==> config.mk <==
export PLATFORM = sky130hd
export DESIGN_NAME = shaded_line_rasterizer_top_flat
export DESIGN_NICKNAME = d
export VERILOG_FILES = /design/src/design/slr_pkg.sv /design/src/design/slr_if.sv /design/src/design/slr_front.sv /design/src/design/slr_div.sv /design/src/design/slr_back.sv /design/src/design/shaded_line_rasterizer_top.sv /design/src/flat_wrapper.sv
export SDC_FILE = /design/constraint.sdc
export NUM_CORES = 1
export LEC_CHECK = 0
export ABC_AREA = 1
export BUFFER_PORTS_ARGS = -buffer_cell sky130_fd_sc_hd__buf_2
export CELL_PAD_IN_SITES_DETAIL_PLACEMENT = 1
export CELL_PAD_IN_SITES_GLOBAL_PLACEMENT = 1
export CORE_ASPECT_RATIO = 1.75
export CORE_MARGIN = 2
export CORE_UTILIZATION = 49
export DETAILED_ROUTE_END_ITERATION = 7
export GPL_ROUTABILITY_DRIVEN = 0
export GPL_TIMING_DRIVEN = 0
export PLACE_DENSITY = 0.92
export SETUP_SLACK_MARGIN = 0.2
export SLEW_MARGIN = 20
export SYNTH_ARGS = -nofsm -noshare
export SYNTH_HDL_FRONTEND = slang
export SYNTH_SLANG_ARGS = --single-unit
==> constraint.sdc <==
create_clock -name i_clk -period 13.75 [get_ports i_clk]
set_input_delay 1.375 -clock i_clk [delete_from_list [all_inputs] [get_ports i_clk]]
set_output_delay 1.375 -clock i_clk [all_outputs]
set_load 0.02 [all_outputs]
==> src/design/slr_pkg.sv <==
// Package with shared constants of the shaded line rasterizer.
`default_nettype none
package slr_pkg;
    localparam int COORD_BITS_DEF    = 12;
    localparam int CHANNEL_BITS_DEF  = 8;
    localparam int FRACTION_BITS_DEF = 16;
    localparam int NUM_CHANNELS      = 4;
    localparam int QUEUE_DEPTH       = 2;

    localparam logic FUNC_START = 1'b0;
    localparam logic FUNC_STEP  = 1'b1;
endpackage
`default_nettype wire

==> src/design/slr_if.sv <==
// Valid/ready channel interfaces for requests and pixels.
`default_nettype none
interface slr_in_if #(
    parameter int COORD_BITS   = 12,
    parameter int CHANNEL_BITS = 8
);
    logic                      valid;
    logic                      ready;
    logic                      func;
    logic [COORD_BITS-1:0]     x_start;
    logic [COORD_BITS-1:0]     y_start;
    logic [4*CHANNEL_BITS-1:0] color_start;
    logic [COORD_BITS-1:0]     x_end;
    logic [COORD_BITS-1:0]     y_end;
    logic [4*CHANNEL_BITS-1:0] color_end;
    modport source (output valid, func, x_start, y_start, color_start, x_end, y_end,
                    color_end, input ready);
    modport sink (input valid, func, x_start, y_start, color_start, x_end, y_end,
                  color_end, output ready);
endinterface

interface slr_out_if #(
    parameter int COORD_BITS   = 12,
    parameter int CHANNEL_BITS = 8
);
    logic                      valid;
    logic                      ready;
    logic [COORD_BITS-1:0]     pixel_x;
    logic [COORD_BITS-1:0]     pixel_y;
    logic [4*CHANNEL_BITS-1:0] pixel_color;
    logic                      last;
    modport source (output valid, pixel_x, pixel_y, pixel_color, last, input ready);
    modport sink (input valid, pixel_x, pixel_y, pixel_color, last, output ready);
endinterface
`default_nettype wire

==> src/design/slr_front.sv <==
// Front end: accepts requests, drops steps while no line runs, and queues the rest.
`default_nettype none
module slr_front #(
    parameter int COORD_BITS   = 12,
    parameter int CHANNEL_BITS = 8
) (
    input  wire logic                      i_clk,
    input  wire logic                      i_rst_n,
    slr_in_if.sink                         i_req,
    input  wire logic                      i_line_live,
    input  wire logic                      i_q_pop,
    output logic                           o_q_valid,
    output logic                           o_q_func,
    output logic [COORD_BITS-1:0]          o_q_xs,
    output logic [COORD_BITS-1:0]          o_q_ys,
    output logic [4*CHANNEL_BITS-1:0]      o_q_cs,
    output logic [COORD_BITS-1:0]          o_q_xe,
    output logic [COORD_BITS-1:0]          o_q_ye,
    output logic [4*CHANNEL_BITS-1:0]      o_q_ce
);
    import slr_pkg::*;

    localparam int EW = 1 + 4 * COORD_BITS + 8 * CHANNEL_BITS;
    typedef logic [EW-1:0] t_entry;

    t_entry r_mem [QUEUE_DEPTH];
    logic   r_wp, r_rp;
    logic [1:0] r_cnt;
    logic   push, pop;
    // Set while at least one start request waits in the queue.
    logic   r_pend_start;
    t_entry rd;

    // Checks whether the entry behind the head is also a start.
    function automatic logic rd_other_start();
        t_entry e;
        e = r_mem[~r_rp];
        return e[EW-1] == FUNC_START;
    endfunction

    assign i_req.ready = (r_cnt != 2'(QUEUE_DEPTH));
    // A step with no line live or queued is consumed and discarded.
    assign push = i_req.valid && i_req.ready &&
                  ((i_req.func == FUNC_START) || i_line_live || r_pend_start);
    assign pop  = i_q_pop && o_q_valid;

    always_ff @(posedge i_clk) begin
        if (!i_rst_n) begin
            r_wp <= 1'b0;
            r_rp <= 1'b0;
            r_cnt <= '0;
            r_pend_start <= 1'b0;
        end else begin
            if (push) r_wp <= ~r_wp;
            if (pop) r_rp <= ~r_rp;
            r_cnt <= r_cnt + 2'(push) - 2'(pop);
            if (push && i_req.func == FUNC_START) r_pend_start <= 1'b1;
            else if (pop && o_q_func == FUNC_START &&
                     !(r_cnt == 2'd2 && rd_other_start())) r_pend_start <= 1'b0;
        end
    end

    always_ff @(posedge i_clk) begin
        if (push)
            r_mem[r_wp] <= {i_req.func, i_req.x_start, i_req.y_start, i_req.color_start,
                            i_req.x_end, i_req.y_end, i_req.color_end};
    end

    assign rd = r_mem[r_rp];
    assign o_q_valid = (r_cnt != 2'd0);
    assign {o_q_func, o_q_xs, o_q_ys, o_q_cs, o_q_xe, o_q_ye, o_q_ce} = rd;
endmodule
`default_nettype wire

==> src/design/slr_div.sv <==
// Signed restoring divider for the color slopes, one quotient bit per cycle.
`default_nettype none
module slr_div #(
    parameter int NW = 25,
    parameter int DW = 12
) (
    input  wire logic                 i_clk,
    input  wire logic                 i_rst_n,
    input  wire logic                 i_go,
    input  wire logic signed [NW-1:0] i_num,
    input  wire logic [DW-1:0]        i_den,
    output logic                      o_busy,
    output logic signed [NW-1:0]      o_quo
);
    localparam int CW = $clog2(NW + 1);
    logic [NW-1:0] r_q;
    logic [DW:0]   r_rem;
    logic [DW-1:0] r_den;
    logic          r_neg;
    logic [CW-1:0] r_cnt;
    logic [DW:0]   trial;
    logic [DW:0]   sh;

    assign sh    = {r_rem[DW-1:0], r_q[NW-1]};
    assign trial = sh - {1'b0, r_den};

    always_ff @(posedge i_clk) begin
        if (!i_rst_n) begin
            r_cnt <= '0;
        end else if (i_go) begin
            r_cnt <= CW'(NW);
        end else if (r_cnt != '0) begin
            r_cnt <= r_cnt - 1'b1;
        end
    end

    // Magnitude divide; sign restored on the output.
    always_ff @(posedge i_clk) begin
        if (i_go) begin
            r_q   <= i_num[NW-1] ? NW'(-i_num) : i_num;
            r_neg <= i_num[NW-1];
            r_rem <= '0;
            r_den <= i_den;
        end else if (r_cnt != '0) begin
            if (!trial[DW]) begin
                r_rem <= trial;
                r_q   <= {r_q[NW-2:0], 1'b1};
            end else begin
                r_rem <= sh;
                r_q   <= {r_q[NW-2:0], 1'b0};
            end
        end
    end

    assign o_busy = (r_cnt != '0);
    assign o_quo  = r_neg ? -$signed(r_q) : $signed(r_q);
endmodule
`default_nettype wire

==> src/design/slr_back.sv <==
// Back end: line setup with slope divides, then one pixel per step request on an active line.
`default_nettype none
module slr_back #(
    parameter int COORD_BITS    = 12,
    parameter int CHANNEL_BITS  = 8,
    parameter int FRACTION_BITS = 16
) (
    input  wire logic                     i_clk,
    input  wire logic                     i_rst_n,
    input  wire logic                     i_q_valid,
    input  wire logic                     i_q_func,
    input  wire logic [COORD_BITS-1:0]    i_q_xs,
    input  wire logic [COORD_BITS-1:0]    i_q_ys,
    input  wire logic [4*CHANNEL_BITS-1:0] i_q_cs,
    input  wire logic [COORD_BITS-1:0]    i_q_xe,
    input  wire logic [COORD_BITS-1:0]    i_q_ye,
    input  wire logic [4*CHANNEL_BITS-1:0] i_q_ce,
    output logic                          o_q_pop,
    output logic                          o_line_live,
    slr_out_if.source                     o_pix
);
    import slr_pkg::*;

    localparam int AW = CHANNEL_BITS + FRACTION_BITS + 2;
    localparam int EW = COORD_BITS + 3;
    localparam int CIW = $clog2(NUM_CHANNELS);
    localparam logic [1:0] ST_RUN  = 2'd0;
    localparam logic [1:0] ST_DIV  = 2'd1;
    localparam logic [1:0] ST_WAIT = 2'd2;

    logic [1:0] r_state;
    logic [CIW-1:0] r_ch;
    logic r_active, r_steep, r_mjdir, r_mndir;
    logic [COORD_BITS-1:0] r_mj, r_mn, r_stop, r_dmj, r_dmn;
    logic signed [EW-1:0] r_err;
    logic signed [AW-1:0] r_acc [NUM_CHANNELS];
    logic signed [AW-1:0] r_stp [NUM_CHANNELS];
    logic [4*CHANNEL_BITS-1:0] r_cs, r_ce;

    logic r_ov;
    logic [COORD_BITS-1:0] r_px, r_py;
    logic [4*CHANNEL_BITS-1:0] r_pc;
    logic r_pl;

    logic signed [COORD_BITS:0] dx, dy;
    logic [COORD_BITS-1:0] adx, ady;
    logic steep_n;
    logic out_free, do_step, do_start;
    logic div_go, div_busy;
    logic signed [AW-1:0] div_num, div_quo;
    logic signed [EW-1:0] t_err;
    logic [COORD_BITS-1:0] mj_n, mn_n;
    logic signed [AW-1:0] acc_n [NUM_CHANNELS];
    logic [4*CHANNEL_BITS-1:0] col_n;

    assign dx = $signed({1'b0, i_q_xe}) - $signed({1'b0, i_q_xs});
    assign dy = $signed({1'b0, i_q_ye}) - $signed({1'b0, i_q_ys});
    assign adx = dx[COORD_BITS] ? COORD_BITS'(-dx) : dx[COORD_BITS-1:0];
    assign ady = dy[COORD_BITS] ? COORD_BITS'(-dy) : dy[COORD_BITS-1:0];
    assign steep_n = ady > adx;

    assign out_free = !r_ov || o_pix.ready;
    assign do_start = r_state == ST_RUN && i_q_valid && i_q_func == FUNC_START;
    assign do_step  = r_state == ST_RUN && i_q_valid && i_q_func == FUNC_STEP && out_free;
    assign o_q_pop  = do_start || (do_step);
    assign o_line_live = r_active || r_state != ST_RUN;

    // Slope numerator for the channel being divided.
    always_comb begin
        logic [CHANNEL_BITS-1:0] a, b;
        a = r_cs[(NUM_CHANNELS-1-32'(r_ch))*CHANNEL_BITS +: CHANNEL_BITS];
        b = r_ce[(NUM_CHANNELS-1-32'(r_ch))*CHANNEL_BITS +: CHANNEL_BITS];
        div_num = ($signed({2'b0, b}) - $signed({2'b0, a})) <<< FRACTION_BITS;
    end
    assign div_go = r_state == ST_DIV;

    slr_div #(.NW(AW), .DW(COORD_BITS)) u_div (
        .i_clk(i_clk), .i_rst_n(i_rst_n), .i_go(div_go), .i_num(div_num),
        .i_den(r_dmj), .o_busy(div_busy), .o_quo(div_quo)
    );

    // Bresenham and color datapath for one step.
    always_comb begin
        t_err = r_err + $signed({2'b0, r_dmn, 1'b0});
        mj_n  = r_mjdir ? r_mj - 1'b1 : r_mj + 1'b1;
        mn_n  = r_mn;
        if (t_err > $signed({3'b0, r_dmj}))
            mn_n = r_mndir ? r_mn - 1'b1 : r_mn + 1'b1;
        for (int i = 0; i < NUM_CHANNELS; i++) begin
            acc_n[i] = r_acc[i] + r_stp[i];
            if (acc_n[i] < 0)
                col_n[(NUM_CHANNELS-1-i)*CHANNEL_BITS +: CHANNEL_BITS] = '0;
            else if (acc_n[i][AW-2:FRACTION_BITS+CHANNEL_BITS] != '0)
                col_n[(NUM_CHANNELS-1-i)*CHANNEL_BITS +: CHANNEL_BITS] = '1;
            else
                col_n[(NUM_CHANNELS-1-i)*CHANNEL_BITS +: CHANNEL_BITS] =
                    acc_n[i][FRACTION_BITS +: CHANNEL_BITS];
        end
    end

    // Control sequencer.
    always_ff @(posedge i_clk) begin
        if (!i_rst_n) begin
            r_state  <= ST_RUN;
            r_active <= 1'b0;
            r_ch     <= '0;
            r_ov     <= 1'b0;
        end else begin
            if (do_step && r_active) r_ov <= 1'b1;
            else if (o_pix.ready) r_ov <= 1'b0;
            unique case (r_state)
                ST_RUN: begin
                    if (do_start) begin
                        r_active <= 1'b0;
                        r_ch     <= '0;
                        if (adx != '0 || ady != '0) r_state <= ST_DIV;
                    end else if (do_step && r_active) begin
                        if (mj_n == r_stop) r_active <= 1'b0;
                    end
                end
                ST_DIV:  r_state <= ST_WAIT;
                ST_WAIT: begin
                    if (!div_busy) begin
                        r_ch <= r_ch + 1'b1;
                        if (r_ch == CIW'(NUM_CHANNELS-1)) begin
                            r_state  <= ST_RUN;
                            r_active <= 1'b1;
                        end else begin
                            r_state <= ST_DIV;
                        end
                    end
                end
                default: r_state <= ST_RUN;
            endcase
        end
    end

    // Line data and output register.
    always_ff @(posedge i_clk) begin
        if (do_start) begin
            r_steep <= steep_n;
            r_mj    <= steep_n ? i_q_ys : i_q_xs;
            r_stop  <= steep_n ? i_q_ye : i_q_xe;
            r_mn    <= steep_n ? i_q_xs : i_q_ys;
            r_mjdir <= steep_n ? dy[COORD_BITS] : dx[COORD_BITS];
            r_mndir <= steep_n ? dx[COORD_BITS] : dy[COORD_BITS];
            r_dmj   <= steep_n ? ady : adx;
            r_dmn   <= steep_n ? adx : ady;
            r_err   <= '0;
            r_cs    <= i_q_cs;
            r_ce    <= i_q_ce;
            for (int i = 0; i < NUM_CHANNELS; i++)
                r_acc[i] <= AW'({i_q_cs[(NUM_CHANNELS-1-i)*CHANNEL_BITS +: CHANNEL_BITS],
                                 FRACTION_BITS'(0)});
        end
        if (r_state == ST_WAIT && !div_busy)
            r_stp[r_ch] <= div_quo;
        if (do_step && r_active) begin
            r_mj  <= mj_n;
            r_mn  <= mn_n;
            r_err <= (t_err > $signed({3'b0, r_dmj})) ?
                     t_err - $signed({2'b0, r_dmj, 1'b0}) : t_err;
            for (int i = 0; i < NUM_CHANNELS; i++) r_acc[i] <= acc_n[i];
            r_px <= r_steep ? mn_n : mj_n;
            r_py <= r_steep ? mj_n : mn_n;
            r_pc <= col_n;
            r_pl <= mj_n == r_stop;
        end
    end

    assign o_pix.valid       = r_ov;
    assign o_pix.pixel_x     = r_px;
    assign o_pix.pixel_y     = r_py;
    assign o_pix.pixel_color = r_pc;
    assign o_pix.last        = r_pl;
endmodule
`default_nettype wire

==> src/design/shaded_line_rasterizer_top.sv <==
// Top level of the shaded line rasterizer.
//  channel  | dir | payload
//  i_req    | in  | func, x_start, y_start, color_start, x_end, y_end, color_end
//  o_pix    | out | pixel_x, pixel_y, pixel_color, last
// A step request on an active line yields one pixel per cycle, while o_pix is not
// stalled, from a registered output stage. A start request of nonzero length runs the
// shared one-bit-per-cycle slope divider once per color channel.
// Reset is synchronous, active low, and clears the queue and the line state.
// A two-entry request queue lets requests arrive while the back end divides or stalls.
`default_nettype none
module shaded_line_rasterizer_top #(
    parameter int COORD_BITS    = slr_pkg::COORD_BITS_DEF,
    parameter int CHANNEL_BITS  = slr_pkg::CHANNEL_BITS_DEF,
    parameter int FRACTION_BITS = slr_pkg::FRACTION_BITS_DEF
) (
    input  wire logic i_clk,
    input  wire logic i_rst_n,
    slr_in_if.sink    i_req,
    slr_out_if.source o_pix
);
    logic q_valid, q_func, q_pop, line_live;
    logic [COORD_BITS-1:0] q_xs, q_ys, q_xe, q_ye;
    logic [4*CHANNEL_BITS-1:0] q_cs, q_ce;

    slr_front #(.COORD_BITS(COORD_BITS), .CHANNEL_BITS(CHANNEL_BITS)) u_front (
        .i_clk(i_clk), .i_rst_n(i_rst_n), .i_req(i_req), .i_line_live(line_live),
        .i_q_pop(q_pop), .o_q_valid(q_valid), .o_q_func(q_func), .o_q_xs(q_xs),
        .o_q_ys(q_ys), .o_q_cs(q_cs), .o_q_xe(q_xe), .o_q_ye(q_ye), .o_q_ce(q_ce)
    );

    slr_back #(.COORD_BITS(COORD_BITS), .CHANNEL_BITS(CHANNEL_BITS),
               .FRACTION_BITS(FRACTION_BITS)) u_back (
        .i_clk(i_clk), .i_rst_n(i_rst_n), .i_q_valid(q_valid), .i_q_func(q_func),
        .i_q_xs(q_xs), .i_q_ys(q_ys), .i_q_cs(q_cs), .i_q_xe(q_xe), .i_q_ye(q_ye),
        .i_q_ce(q_ce), .o_q_pop(q_pop), .o_line_live(line_live), .o_pix(o_pix)
    );
endmodule
`default_nettype wire

==> src/flat_wrapper.sv <==
// flat-port wrapper written by rule: the top's interface ports become plain ports
module shaded_line_rasterizer_top_flat 
#(
    parameter int COORD_BITS    = slr_pkg::COORD_BITS_DEF,
    parameter int CHANNEL_BITS  = slr_pkg::CHANNEL_BITS_DEF,
    parameter int FRACTION_BITS = slr_pkg::FRACTION_BITS_DEF
)
  (i_clk, i_rst_n, i_req_valid, i_req_func, i_req_x_start, i_req_y_start, i_req_color_start, i_req_x_end, i_req_y_end, i_req_color_end, i_req_ready, o_pix_valid, o_pix_pixel_x, o_pix_pixel_y, o_pix_pixel_color, o_pix_last, o_pix_ready);
  slr_in_if #(.COORD_BITS(COORD_BITS), .CHANNEL_BITS(CHANNEL_BITS)) i_req_i ();
  slr_out_if #(.COORD_BITS(COORD_BITS), .CHANNEL_BITS(CHANNEL_BITS)) o_pix_i ();
  input  wire logic i_clk;
  input  wire logic i_rst_n;
  input wire logic [$bits(i_req_i.valid)-1:0] i_req_valid;
  input wire logic [$bits(i_req_i.func)-1:0] i_req_func;
  input wire logic [$bits(i_req_i.x_start)-1:0] i_req_x_start;
  input wire logic [$bits(i_req_i.y_start)-1:0] i_req_y_start;
  input wire logic [$bits(i_req_i.color_start)-1:0] i_req_color_start;
  input wire logic [$bits(i_req_i.x_end)-1:0] i_req_x_end;
  input wire logic [$bits(i_req_i.y_end)-1:0] i_req_y_end;
  input wire logic [$bits(i_req_i.color_end)-1:0] i_req_color_end;
  output wire logic [$bits(i_req_i.ready)-1:0] i_req_ready;
  output wire logic [$bits(o_pix_i.valid)-1:0] o_pix_valid;
  output wire logic [$bits(o_pix_i.pixel_x)-1:0] o_pix_pixel_x;
  output wire logic [$bits(o_pix_i.pixel_y)-1:0] o_pix_pixel_y;
  output wire logic [$bits(o_pix_i.pixel_color)-1:0] o_pix_pixel_color;
  output wire logic [$bits(o_pix_i.last)-1:0] o_pix_last;
  input wire logic [$bits(o_pix_i.ready)-1:0] o_pix_ready;
  assign i_req_i.valid = i_req_valid;
  assign i_req_i.func = i_req_func;
  assign i_req_i.x_start = i_req_x_start;
  assign i_req_i.y_start = i_req_y_start;
  assign i_req_i.color_start = i_req_color_start;
  assign i_req_i.x_end = i_req_x_end;
  assign i_req_i.y_end = i_req_y_end;
  assign i_req_i.color_end = i_req_color_end;
  assign i_req_ready = i_req_i.ready;
  assign o_pix_valid = o_pix_i.valid;
  assign o_pix_pixel_x = o_pix_i.pixel_x;
  assign o_pix_pixel_y = o_pix_i.pixel_y;
  assign o_pix_pixel_color = o_pix_i.pixel_color;
  assign o_pix_last = o_pix_i.last;
  assign o_pix_i.ready = o_pix_ready;
  shaded_line_rasterizer_top #(.COORD_BITS(COORD_BITS), .CHANNEL_BITS(CHANNEL_BITS), .FRACTION_BITS(FRACTION_BITS)) u_core (.i_clk(i_clk), .i_rst_n(i_rst_n), .i_req(i_req_i), .o_pix(o_pix_i));
endmodule
==> flow_summary_export.csv, run 1 <==
group,metric,value,unit
timing,rsz0062_at_grt,"false",
synthesis,syn_nets,4280,
clocking,clock-root-buffer,"clkbuf_16",
cells_and_area,final_layout_size_suffix_gt1_share,9.712,%
route,drt_first_pass_iters,6,
route,via_per_inst,6.351,
synthesis,netlist_area,0.03796,mm²
clocking,cts.clk_slew.worst_paths,0.07,ns
place,post-dp-hpwl,107300,µm
floorplanning,dieArea,0.07980,mm²
timing,timing.final.crit_period,8.140,ns
worst_setup_path,max_stage_delay,0.97,ns
timing,max_freq,122.9,MHz
synthesis,synthTopCellsByCount,"nand2_1 (1024), edfxtp_1 (671), inv_1 (392)",
route,first_iter_violations,3281,
synthesis,yosys.area.top_type,"edfxtp_1",
run,maxCapViolCount,0,
floorplanning,core,0.07702,mm²
worst_setup_path,worstPathArrival,8.49,ns
clocking,cts_buffer_depth,3,
synthesis,synth_cells,3926,
place,io_buffers,174,
floorplanning,start_util,49.29,%
clocking,clk_latency,0.71,ns
route,ant_nets,0,
global_route,grt_pass1_wl,224500,µm
global_route,grt_use_total,37.93,%
timing,timing.final.hold_violations,0,
worst_setup_path,path_max_fanout,10,
worst_setup_path,critPathMostFrequentCell,"nand2_1",
synthesis,synth_area_leaders,"edfxtp_1 (53%), nand2_1 (10%), ha_1 (7.4%)",
timing,worst-slew-pin-transition,1.351,ns
synthesis,synth.avg_cell_area,9.669,µm²
timing,skew,0.07033,ns
synthesis,yosysMostFrequentCell,"nand2_1",
synthesis,synthFlopType,"edfxtp_1",
cells_and_area,nets,4546,
synthesis,yosys_warnings,0,
floorplanning,rows,135,
timing,finalCritPeriodShare,59.20,%
synthesis,synth-async-reset-ratio,0,%
global_route,overflow,0,
timing,slew_viol_final,0,
global_route,grt_max_degree,67,
timing,setup_viol,0,
clocking,cts_tree,"yes",
clocking,postCtsSetupBuffers,0,
clocking,cts_buffers,66,
floorplanning,die_h,372.2,µm
route,num_vias,33527,
clocking,cts.repair.resized,0,
global_route,grt_antenna_before_repair,15,
floorplanning,die_w,214.4,µm
synthesis,ys_ff_latch,700,
run_status,status,"complete, no violations",
clocking,cts.sinks,700,
synthesis,synth_enable_flop_cells,671,
worst_setup_path,cp_data_required_time,14.10,ns
worst_setup_path,worst_path_max_delay_cell,"o21ai_0",
timing,holdWs,0.4793,ns
route,wirelength,151200,µm
route,detail_route.wl_per_cell,28.65,µm
worst_setup_path,critPathKind,"flop to flop",
min_path,hold_path_class,"flop to flop",
synthesis,ys_types,64,
worst_setup_path,start_kind,"flop",
route,drc,0,
clocking,htree_levels,3,
global_route,grt_pass1_vias,36923,
timing,relSlewSlack,9.314,%
clocking,cts_hold_buf,0,
synthesis,yosysTopAreaCellShare,53.08,%
cells_and_area,area_delta_synth_final,13.32,%
floorplanning,io_pins,176,
synthesis,synth-seq-area-share,54.61,%
worst_setup_path,worstSetupEndpointType,"flop",
-- cells in the final DEF (no fill, tap or decap), types with 9 or more instances in the layout --
cell / instances
nand2_1: 1024
edfxtp_1: 671
inv_1: 391
nor2_1: 280
a21oi_1: 270
o21ai_0: 235
ha_1: 225
nand3_1: 191
buf_2: 189
xor2_1: 80
clkbuf_1: 72
clkbuf_16: 67
nand4_1: 37
nor3_1: 36
xnor2_1: 35
a31oi_1: 35
dfxtp_1: 29
o21a_1: 27
o21ai_1: 23
mux2i_1: 22
xor2_2: 18
o211ai_1: 15
o21bai_1: 14
clkinv_1: 13
nand2_2: 13
buf_12: 13
clkinv_2: 13
a21o_1: 12
fa_1: 12
or2_2: 11
buf_16: 11
diode_2: 10
a211oi_1: 10
nand2_4: 9
-- stage by stage --
stage	worst slack [ns]	utilization, %	setup TNS, ns	std cells	cell area [µm²]
after floorplan	2.180	-	0	3926	37960
after global placement	-4.706	52.08	-665.20	5127	40120
after detailed placement	6.719	52.88	0	5150	40730
after CTS	6.495	55.67	0	5268	42880
after global routing	5.568	55.84	0	5276	43010
final	5.610	55.85	0	5279	43020
-- registers in the layout, indices dropped and copies added (netlist names), 14 cells and up, named ones only --
signal and cells:
u_core.u_front.r_mem 226, u_core.u_back.r_acc 104, u_core.u_back.r_stp 104, u_core.u_back.o_pix.pixel_color 32
u_core.u_back.r_ce 32, u_core.u_back.r_cs 32, u_core.u_back.u_div.r_q 26, u_core.u_back.r_err 14
-- routing by layer --
| layer | global-route usage (%) | vias to the layer above | routed length, µm |
|---|---|---|---|
| met4 | 40.32 | 8 | 19140 |
| met3 | 11.20 | 1080 | 13330 |
| met2 | 66.23 | 2224 | 74500 |
| met1 | 33.56 | 16185 | 44230 |
| li1 | - | 14030 | - |
| met5 | 0.1818 | - | 45 |
-- path summary, 6_finish.rpt --
check	startpoint	endpoint	slack, ns	cells after the start
max	flop	u_core.u_back.r_mjdir$_DFFE_PP_	5.61	26
min	u_core.u_back.r_dmj[1]$_DFFE_PP_	u_core.u_back.u_div.r_den[1]$_DFFE_PP_	0.48	0
max reg2reg	flop	u_core.u_back.r_mjdir$_DFFE_PP_	5.61	26
min reg2reg	u_core.u_back.r_dmj[1]$_DFFE_PP_	u_core.u_back.u_div.r_den[1]$_DFFE_PP_	0.48	0
-- worst max-delay path: cells and delay by family (launching register included) --
family,cells,cell delay (ns)
compound gates,4,1.80
fa+ha+maj,2,0.62
buf+inv,9,2.80
flops,1,0.31
simple gates,10,1.66
xor+xnor,1,0.62
-- final cells by class --
class,instances,area (µm²)
multi-input cells,2731,15450
clock buffers,81,1729
inverters,404,1516
fillers,8625,34010
flip-flops and latches,700,20730
repair buffers,198,1425
well taps,1027,1285
diodes,10,25.02
clock inverters,37,424.2
plain buffers,91,426.7
-- cells by family (layout without fill, tap and decap cells) --
group,count (synthesis),in the layout,share of synthesized area [%]
AO/OA/AOI/OAI,691,691,10.24
XOR/XNOR,138,138,3.461
adder cells (fa/ha/maj),237,237,8.049
buffers and inverters,495,811,5.105
flip-flops,700,700,54.61
multiplexers,23,23,0.6065
other,0,10,0
AND/OR/NAND/NOR,1642,1642,17.93
Power of run 1 is not shown: default switching activity piles up to over one toggle a cycle in this logic, so the estimate is an artifact.
==> run 2: changes to the inputs <==
--- a/config.mk
+++ b/config.mk
@@ -5,17 +5,17 @@
 export SDC_FILE = /design/constraint.sdc
 export NUM_CORES = 1
 export LEC_CHECK = 0
-export ABC_AREA = 1
+export ABC_AREA = 0
 export BUFFER_PORTS_ARGS = -buffer_cell sky130_fd_sc_hd__buf_2
 export CELL_PAD_IN_SITES_DETAIL_PLACEMENT = 1
 export CELL_PAD_IN_SITES_GLOBAL_PLACEMENT = 1
 export CORE_ASPECT_RATIO = 1.75
 export CORE_MARGIN = 2
-export CORE_UTILIZATION = 49
+export CORE_UTILIZATION = 46
 export DETAILED_ROUTE_END_ITERATION = 7
 export GPL_ROUTABILITY_DRIVEN = 0
 export GPL_TIMING_DRIVEN = 0
-export PLACE_DENSITY = 0.92
+export PLACE_DENSITY = 0.87
 export SETUP_SLACK_MARGIN = 0.2
 export SLEW_MARGIN = 20
 export SYNTH_ARGS = -nofsm -noshare
==> constraint.sdc (replaced) <==
create_clock -name i_clk -period 6.9 [get_ports i_clk]
set_input_delay 0.69 -clock i_clk [delete_from_list [all_inputs] [get_ports i_clk]]
set_output_delay 0.69 -clock i_clk [all_outputs]
set_load 0.02 [all_outputs]
==> flow_summary_export.csv, run 2 <==
group,metric,value,unit
run,maxCapViolCount,0,
clocking,htree_levels,3,
floorplanning,io_pins,176,
floorplanning,core,0.07753,mm²
route,detail_route.wl_per_cell,27.12,µm
worst_setup_path,cp_data_required_time,7.27,ns
global_route,top_usage_layer,"met2",
synthesis,synth-seq-area-share,57.51,%
cells_and_area,top_register,"u_core.u_front.r_mem",
clocking,clk_latency,0.66,ns
global_route,grt_antenna_before_repair,6,
timing,finalCritPeriodShare,95.55,%
synthesis,ys_types,89,
floorplanning,die_w,215.6,µm
route,drc,0,
global_route,grt_max_degree,54,
synthesis,yosys_warnings,0,
floorplanning,rows,135,
min_path,hp-start,"i_req_y_start[2]",
timing,holdWs,0.2099,ns
worst_setup_path,r2r_slack,0.31,ns
cells_and_area,final_common_cell,"edfxtp_1",
route,first_iter_violations,1535,
cells_and_area,largest_reg_flops,226,
synthesis,synth_enable_flop_cells,671,
clocking,cts_buffer_depth,3,
synthesis,yosysMostFrequentCell,"edfxtp_1",
timing,relSlewSlack,13.27,%
timing,setup_viol,0,
synthesis,syn_nets,3203,
route,via_per_inst,5.978,
cells_and_area,top_regs,"u_core.u_front.r_mem: 226 flops, u_core.u_back.r_acc: 104 flops, u_core.u_back.r_stp: 104 flops",
worst_setup_path,critPathKind,"flop to flop",
synthesis,synth-async-reset-ratio,0,%
worst_setup_path,path_max_fanout,10,
synthesis,synth_cells,2849,
cells_and_area,final_cell_mix,"edfxtp_1 (671), a21oi_1 (237), nor2_1 (236)",
clocking,clock-root-buffer,"clkbuf_16",
global_route,use_met2,51.45,%
worst_setup_path,worstSetupEndpointType,"flop",
cells_and_area,final_layout_size_suffix_gt1_share,16.28,%
timing,worst-slew-pin-transition,1.292,ns
synthesis,synthTopCellsByCount,"edfxtp_1 (671), nor2_1 (241), a21oi_1 (238)",
global_route,met1_usage,26.74,%
place,io_buffers,175,
route,num_vias,25106,
synthesis,synthFlopType,"edfxtp_1",
worst_setup_path,start_kind,"flop",
global_route,met3_usage,5.041,%
worst_setup_path,worstPathArrival,6.96,ns
timing,timing.final.crit_period,6.593,ns
synthesis,ys_ff_latch,700,
global_route,overflow,0,
timing,rsz0062_at_grt,"false",
route,drt_first_pass_iters,6,
synthesis,netlist_area,0.03605,mm²
route,wirelength,113900,µm
timing,max_freq,151.7,MHz
global_route,grt_use_total,28.29,%
clocking,cts.clk_slew.worst_paths,0.07,ns
floorplanning,dieArea,0.08071,mm²
timing,timing.final.hold_violations,0,
timing,skew,0.02991,ns
global_route,grt_pass1_vias,28101,
clocking,cts.sinks,700,
synthesis,synth_area_leaders,"edfxtp_1 (56%), ha_1 (7.8%), mux2_2 (3.5%)",
place,post-dp-hpwl,84660,µm
timing,slew_viol_final,0,
synthesis,synth.avg_cell_area,12.65,µm²
cells_and_area,area_delta_synth_final,14.39,%
floorplanning,start_util,46.50,%
synthesis,yosysTopAreaCellShare,55.90,%
synthesis,yosys.area.top_type,"edfxtp_1",
run_status,status,"complete, no violations",
cells_and_area,nets,3471,
clocking,cts_tree,"yes",
floorplanning,die_h,374.3,µm
route,ant_nets,0,
clocking,cts_buffers,67,
min_path,hold_path_class,"input port to flop",
global_route,grt_pass1_wl,170100,µm
[run 2: changes by cell type after synthesis, moves of 22 or more]
cell      before  now
xnor2_1       38  136
mux2_2         0  111
nand2_1     1024  124
nor2_1       286  241
a21o_1        12   55
nand4_1       37   15
nor2b_1        0   46
mux2i_1       23   94
a31oi_1       35   13
o21ai_0      236  118
nand3_1      191   34
inv_1        392  136
a21oi_1      271  238
nand2b_1       0   33
[run 2: metal layers]
layer,vias up,share of wire [%]
met5,-,0.012
met4,2,10
met3,476,4.6
met2,887,52
met1,12573,32
li1,11168,-
[run 2: per-stage QoR]
stage | util, % | std cells | setup TNS (ns) | worst slack [ns] | cell area, µm²
finish | 53.18 | 4200 | 0 | 0.3068 | 41230
global route | 53.18 | 4198 | 0 | 0.1863 | 41230
CTS | 52.96 | 4192 | 0 | 0.2104 | 41060
detailed placement | 49.92 | 4070 | -79.49 | -1.753 | 38700
global placement | 49.28 | 4051 | -668.39 | -2.562 | 38210
floorplan | - | 2849 | 0 | 0.6185 | 36050
[run 2: critical path, cell delays in order, from the launching register on]
cell      delay [ns]
dfxtp_1         0.31
clkbuf_4        0.19
buf_8           0.17
buf_6           0.20
mux2i_4         0.31
ha_1            0.23
inv_1           0.10
fa_1            0.45
a211oi_2        0.31
o21bai_1        0.19
a21bo_2         0.28
a31oi_4         0.24
o21ai_4         0.16
nand2b_1        0.21
xor2_2          0.19
inv_1           0.10
ha_1            0.32
a21o_1          0.19
a21o_1          0.17
a21oi_1         0.13
o21ai_0         0.10
and3_1          0.21
o22a_1          0.22
clkbuf_2        0.21
buf_4           0.25
o211ai_1        0.69
o21ai_1         0.16
[run 2: kinds of logic (layout without fill, tap and decap cells)]
kind of cell	count (synthesis)	count (layout)	share of synthesized area, %
other	0	3	0
AO/OA/AOI/OAI	618	618	10.79
XOR/XNOR	225	225	5.529
AND/OR/NAND/NOR	634	634	8.372
buffers and inverters	214	535	2.246
adder cells (fa/ha/maj)	237	237	8.476
multiplexers	221	221	7.077
flip-flops	700	700	57.51
[run 2: path summary, 6_finish.rpt]
check | to | cells after the start
worst min register to register | u_core.u_back.u_div.r_den[6]$_DFFE_PP_ | 0
worst max register to register | u_core.u_back.r_mn[11]$_DFFE_PP_ | 26
worst min-delay path | u_core.u_front.r_mem[1][90]$_DFFE_PP_ | 1
worst max-delay path | u_core.u_back.r_mn[11]$_DFFE_PP_ | 26
[run 2: final cells by class]
class | count | area (µm²)
fillers | 7839 | 36300
flip-flops and latches | 700 | 20730
multi-input cells | 1935 | 14750
clock buffers | 81 | 1772
repair buffers | 199 | 1360
well taps | 1027 | 1285
inverters | 138 | 523.0
clock inverters | 41 | 440.4
plain buffers | 76 | 371.6
diodes | 3 | 7.507
[run 2: timing repair]
item / CTS / global route
hold buffers: 0 / 0
resized for setup: 49 / 32
setup buffers: 0 / 5
setup endpoints to repair: 63 / 63
pin swaps: 1 / 3
Power of run 2 is left out for the same reason.
